--- config.mk ---
export PLATFORM = sky130hd
export DESIGN_NAME = ftfp_queue
export DESIGN_NICKNAME = d
export VERILOG_FILES = /design/src/hw/rtl/ftfp_pkg.sv /design/src/hw/rtl/ftfp_queue.sv
export SDC_FILE = /design/constraint.sdc
export NUM_CORES = 1
export LEC_CHECK = 0
export BUFFER_PORTS_ARGS = -buffer_cell sky130_fd_sc_hd__buf_4
export CORE_MARGIN = 1
export CORE_UTILIZATION = 45
export CTS_CLUSTER_DIAMETER = 60
export DETAILED_ROUTE_END_ITERATION = 10
export GPL_TIMING_DRIVEN = 0
export PLACE_DENSITY = 0.78
export SYNTH_ARGS = -nofsm -noshare
export SYNTH_HDL_FRONTEND = slang
export SYNTH_SLANG_ARGS = --single-unit
--- constraint.sdc ---
create_clock -name clk_i -period 20.5 [get_ports clk_i]
set_input_delay 1.025 -clock clk_i [delete_from_list [all_inputs] [get_ports clk_i]]
set_output_delay 1.025 -clock clk_i [all_outputs]
set_load 0.01 [all_outputs]
--- src/hw/rtl/ftfp_pkg.sv ---
`timescale 1ns / 1ps

package ftfp_pkg;

  localparam int WinLen       = 25;
  localparam int StoreLen     = WinLen - 1;
  localparam int FillW        = $clog2(WinLen);
  localparam int HdrLen       = 4;
  localparam int RdgBytes     = 3;
  localparam int RdgW         = 8 * RdgBytes;
  localparam int NumRdg       = 6;
  localparam int NumForce     = 3;
  localparam int RdgIdxW      = $clog2(NumRdg);
  localparam int GainW        = 32;
  localparam int ResW         = 56;
  localparam int CfgIdxW      = 8;
  localparam int QueueDepthDef = 2;

  localparam logic [7:0] Hdr0 = 8'h00;
  localparam logic [7:0] Hdr1 = 8'h17;
  localparam logic [7:0] Hdr2 = 8'h80;
  localparam logic [7:0] Hdr3 = 8'h00;

  localparam logic [GainW-1:0] ForceGainRst  = 32'd4294967;
  localparam logic [GainW-1:0] TorqueGainRst = 32'd42950;

  localparam logic [CfgIdxW-1:0] RegForceGain  = 8'd0;
  localparam logic [CfgIdxW-1:0] RegTorqueGain = 8'd1;

  typedef struct packed {
    logic [7:0] rx_byte;
  } rx_item_t;

  typedef struct packed {
    logic signed [ResW-1:0] force_x;
    logic signed [ResW-1:0] force_y;
    logic signed [ResW-1:0] force_z;
    logic signed [ResW-1:0] torque_x;
    logic signed [ResW-1:0] torque_y;
    logic signed [ResW-1:0] torque_z;
  } res_item_t;

  typedef struct packed {
    logic [CfgIdxW-1:0] index;
    logic [GainW-1:0]   value;
  } cfg_item_t;

  typedef logic [NumRdg-1:0][RdgW-1:0] frame_t;

  typedef struct packed {
    logic full;
    logic empty;
  } q_stat_t;

endpackage

--- src/hw/rtl/ftfp_queue.sv ---
`timescale 1ns / 1ps

module ftfp_queue import ftfp_pkg::*; #(
  parameter int Depth = QueueDepthDef
) (
  input  logic    clk_i,
  input  logic    rst_ni,
  input  logic    push_i,
  input  frame_t  frame_i,
  input  logic    pop_i,
  output frame_t  head_o,
  output q_stat_t stat_o
);

  localparam int PtrW = $clog2(Depth);
  localparam int CntW = $clog2(Depth + 1);

  frame_t          mem_q [Depth];
  logic [PtrW-1:0] wr_ptr_q, wr_ptr_d;
  logic [PtrW-1:0] rd_ptr_q, rd_ptr_d;
  logic [CntW-1:0] cnt_q, cnt_d;
  logic            do_push;
  logic            do_pop;

  assign stat_o.full  = (cnt_q == CntW'(Depth));
  assign stat_o.empty = (cnt_q == '0);
  assign do_push      = push_i && !stat_o.full;
  assign do_pop       = pop_i && !stat_o.empty;
  assign head_o       = mem_q[rd_ptr_q];

  always_comb begin
    wr_ptr_d = wr_ptr_q;
    rd_ptr_d = rd_ptr_q;
    cnt_d    = cnt_q;
    if (do_push) begin
      wr_ptr_d = (wr_ptr_q == PtrW'(Depth - 1)) ? '0 : wr_ptr_q + 1'b1;
    end
    if (do_pop) begin
      rd_ptr_d = (rd_ptr_q == PtrW'(Depth - 1)) ? '0 : rd_ptr_q + 1'b1;
    end
    if (do_push && !do_pop) begin
      cnt_d = cnt_q + 1'b1;
    end else if (do_pop && !do_push) begin
      cnt_d = cnt_q - 1'b1;
    end
  end

  always_ff @(posedge clk_i or negedge rst_ni) begin
    if (!rst_ni) begin
      wr_ptr_q <= '0;
      rd_ptr_q <= '0;
      cnt_q    <= '0;
    end else begin
      wr_ptr_q <= wr_ptr_d;
      rd_ptr_q <= rd_ptr_d;
      cnt_q    <= cnt_d;
    end
  end

  always_ff @(posedge clk_i) begin
    if (do_push) begin
      mem_q[wr_ptr_q] <= frame_i;
    end
  end

endmodule

==> results.toml <==
[status]
status = "complete, no violations"

[power_and_ir_drop]
switching_share = 0.279
seqPwrFrac = 0.406
leakagePower_nw = 5.59
power.internal_mw = 1.50
power_density_nw_per_um2 = 144
power_mw = 2.09
p_sw_mw = 0.582
ir_drop_v = 0.0000915
share_comb_of_total_power = 0.342
p_clk_frac = 0.252

[cts]
clk_path_buf_depth = 3
cts_tree = "yes"
clock_latency_ns = 0.55
cts_setup_buffers = 0
holdBufCountCts = 0
htreeDepth = 1
tritoncts.num_buffers = 30
clock-root-buffer = "clkbuf_16"
clock-sinks = 292
cts_resized = 0
clkTransAtPathRegs_ns = 0.06

[critical_path]
r2r-end = "mem_q[0][118]"
critical_path_class = "flop to primary output"
crit_path_top_delay_cell = "dfrtp_1"
r2r-start = "cnt_q[0]"
critPathMaxFanout = 10
critPathMaxStageDelay_ns = 0.34
r2r_setup_slack_ns = 18.03
cp_cell_sequence = "buf_6, buf_6, buf_6, mux2_4, buf_4"
worst-path-buf-inv = 4
crit_top_cell = "buf_6"
arrival_ns = 1.93
worst-path-stages = 5
cp-end-kind = "primary output"
critPathTopFamily = "buffers and inverters"
reg2regPathDepth = 6
critical_path_required_ns = 19.48
startpoint_type = "flop"

[grt]
grt_first_pass_wirelength_um = 30900
grt_pass1_vias = 5767
grt_max_degree = 54
track_usage = 0.166
use_met1 = 0.184
grt.overflow.total = 0
use_met2 = 0.296
antenna_found_initial = 0
top_usage_layer = "met2"
grtUsageMet3 = 0.0582

[logic_synthesis]
synth_top_area_share = 0.802
yosys_register_bits = 292
syn_area_per_cell_um2 = 23.1
syn_nets = 616
synth_warnings = 0
seq_area_frac_synth = 0.812
synthCells = 467
synth_area_leader_cell = "edfxtp_1"
netlist_area_um2 = 10800
netlist-cell-type-count = 15
synthTopCellsByArea = "edfxtp_1 80%, mux2_2 9.8%, mux2_4 7.0%"

[timing]
finalCritPeriodShare = 0.144
fin_tns_setup_ns = 0
period_minus_slack_ns = 2.95
skew_ns = 0.0207
hold_viol = 0
rsz0062_at_grt = "false"
max_freq_mhz = 339
setup_violations = 0
setup_ws_ns = 17.55
maxSlewViolCount = 0
slew_headroom = 0.416
worst_pin_slew_ns = 0.874

[floorplan]
initial_utilization = 0.459
fp-row-count = 56
core_um2 = 23500
io_pins = 294
die_y_um = 157
die_w_um = 157
die-area_um2 = 24600

[final_layout]
drive_gt1_frac = 0.617
nets = 948
post-route-util = 0.619
postLayoutCellArea_um2 = 14500
syn2layout_area_growth_pct = 34.7
num_antenna_cells = 0
mostFrequentLayoutCells = "293 x buf_4, 288 x edfxtp_1, 94 x mux2_2"
final_common_cell = "buf_4"

[run]
cap_viol_max_count = 0

[placed_design]
dp_slack_ns = 17.49
numPortBuffers = 293
place_area_um2 = 13600
gp_congestion = 0.727
dp_hpwl_um = 14200

[route]
viasPerCell = 4.81
first_pass_iters = 4
ant_nets = 0
wl_um = 21200
initialDrtViolationCount = 249
num_vias = 5482
detail_route.drc_violations = 0
wl_per_cell_um = 18.6

[hold_path]
hold_path.class = "input port to asynchronous set/reset pin"
cells in the mapped netlist (all sizes together):
library cell and count:
ha 1, nand2b 1, edfxtp 288, dfrtp 4, nor2 3, xnor2 3, inv 2, buf 16
and3 1, mux2 144, xor2 2, nand2 1, o21ai 1
kinds of logic (layout without fill, tap and decap cells):
family,after synthesis,count (layout),synth area share
DFF,292,292,0.812
muxes,144,144,0.168
buffers and inverters,18,371,0.0122
and+or+nand+nor,6,6,0.00255
xor gates and xnor gates,5,5,0.00406
adders and majority gates,1,1,0.00116
AOI/OAI and AO/OA,1,1,0.000464
power groups by stage:
| stage | sequential, mW | clock [mW] | combinational [mW] |
|---|---|---|---|
| floorplan | 0.877 | 0 | 0.394 |
| global placement | 0.899 | 0 | 0.690 |
| detailed placement | 0.859 | 0 | 0.723 |
| CTS | 0.847 | 0.540 | 0.727 |
| global route | 0.857 | 0.562 | 0.761 |
| finish | 0.846 | 0.526 | 0.714 |
worst reg2reg max path: cells and delay by family (launching register included):
family,cells,cell delay (ns)
AND/OR/NAND/NOR,3,1.01
flip-flops,1,0.43
buffers and inverters,3,0.75
final cells by class:
cell class,instances,area (µm²)
inverters,2,7.51
clock buffers,33,783
multi-input cells,157,1910
clock inverters,20,180
repair buffers,300,2370
fillers,1696,8950
well taps,319,399
plain buffers,16,124
flip-flops and latches,292,8750
through the flow:
stage / cells / hold slack, ns
2_1_floorplan: 467 / 0.461
4_1_cts: 1139 / 0.238
6_report: 1139 / 0.268
5_1_grt: 1139 / 0.240
3_5_place_dp: 1086 / 0.510
3_3_place_gp: 1079 / 0.478
sequential cells by signal (all words and copies together) (netlist names):
signal    flops
cnt_q         2
rd_ptr_q      1
wr_ptr_q      1
mem_q       288
per-layer routing:
metal  up-vias  wire [µm]  share of wire
li1       2526          -              -
met1      2703       7820           0.37
met2       218      10800           0.51
met3        35       2000          0.094
met4         0        554          0.026
met5         -          0              0
worst max path at each step:
stage / from / to / slack [ns]
final: rd_ptr_q / head_o[102] / 17.55
after CTS: rd_ptr_q / head_o[105] / 17.47
after detailed placement: push_i / mem_q[0][131] / 17.49
after floorplan: push_i / mem_q[0][0] / 12.76
after global routing: rd_ptr_q / head_o[75] / 17.44
after global placement: push_i / mem_q[0][123] / 9.05
(Power assumes the default switching activity.)
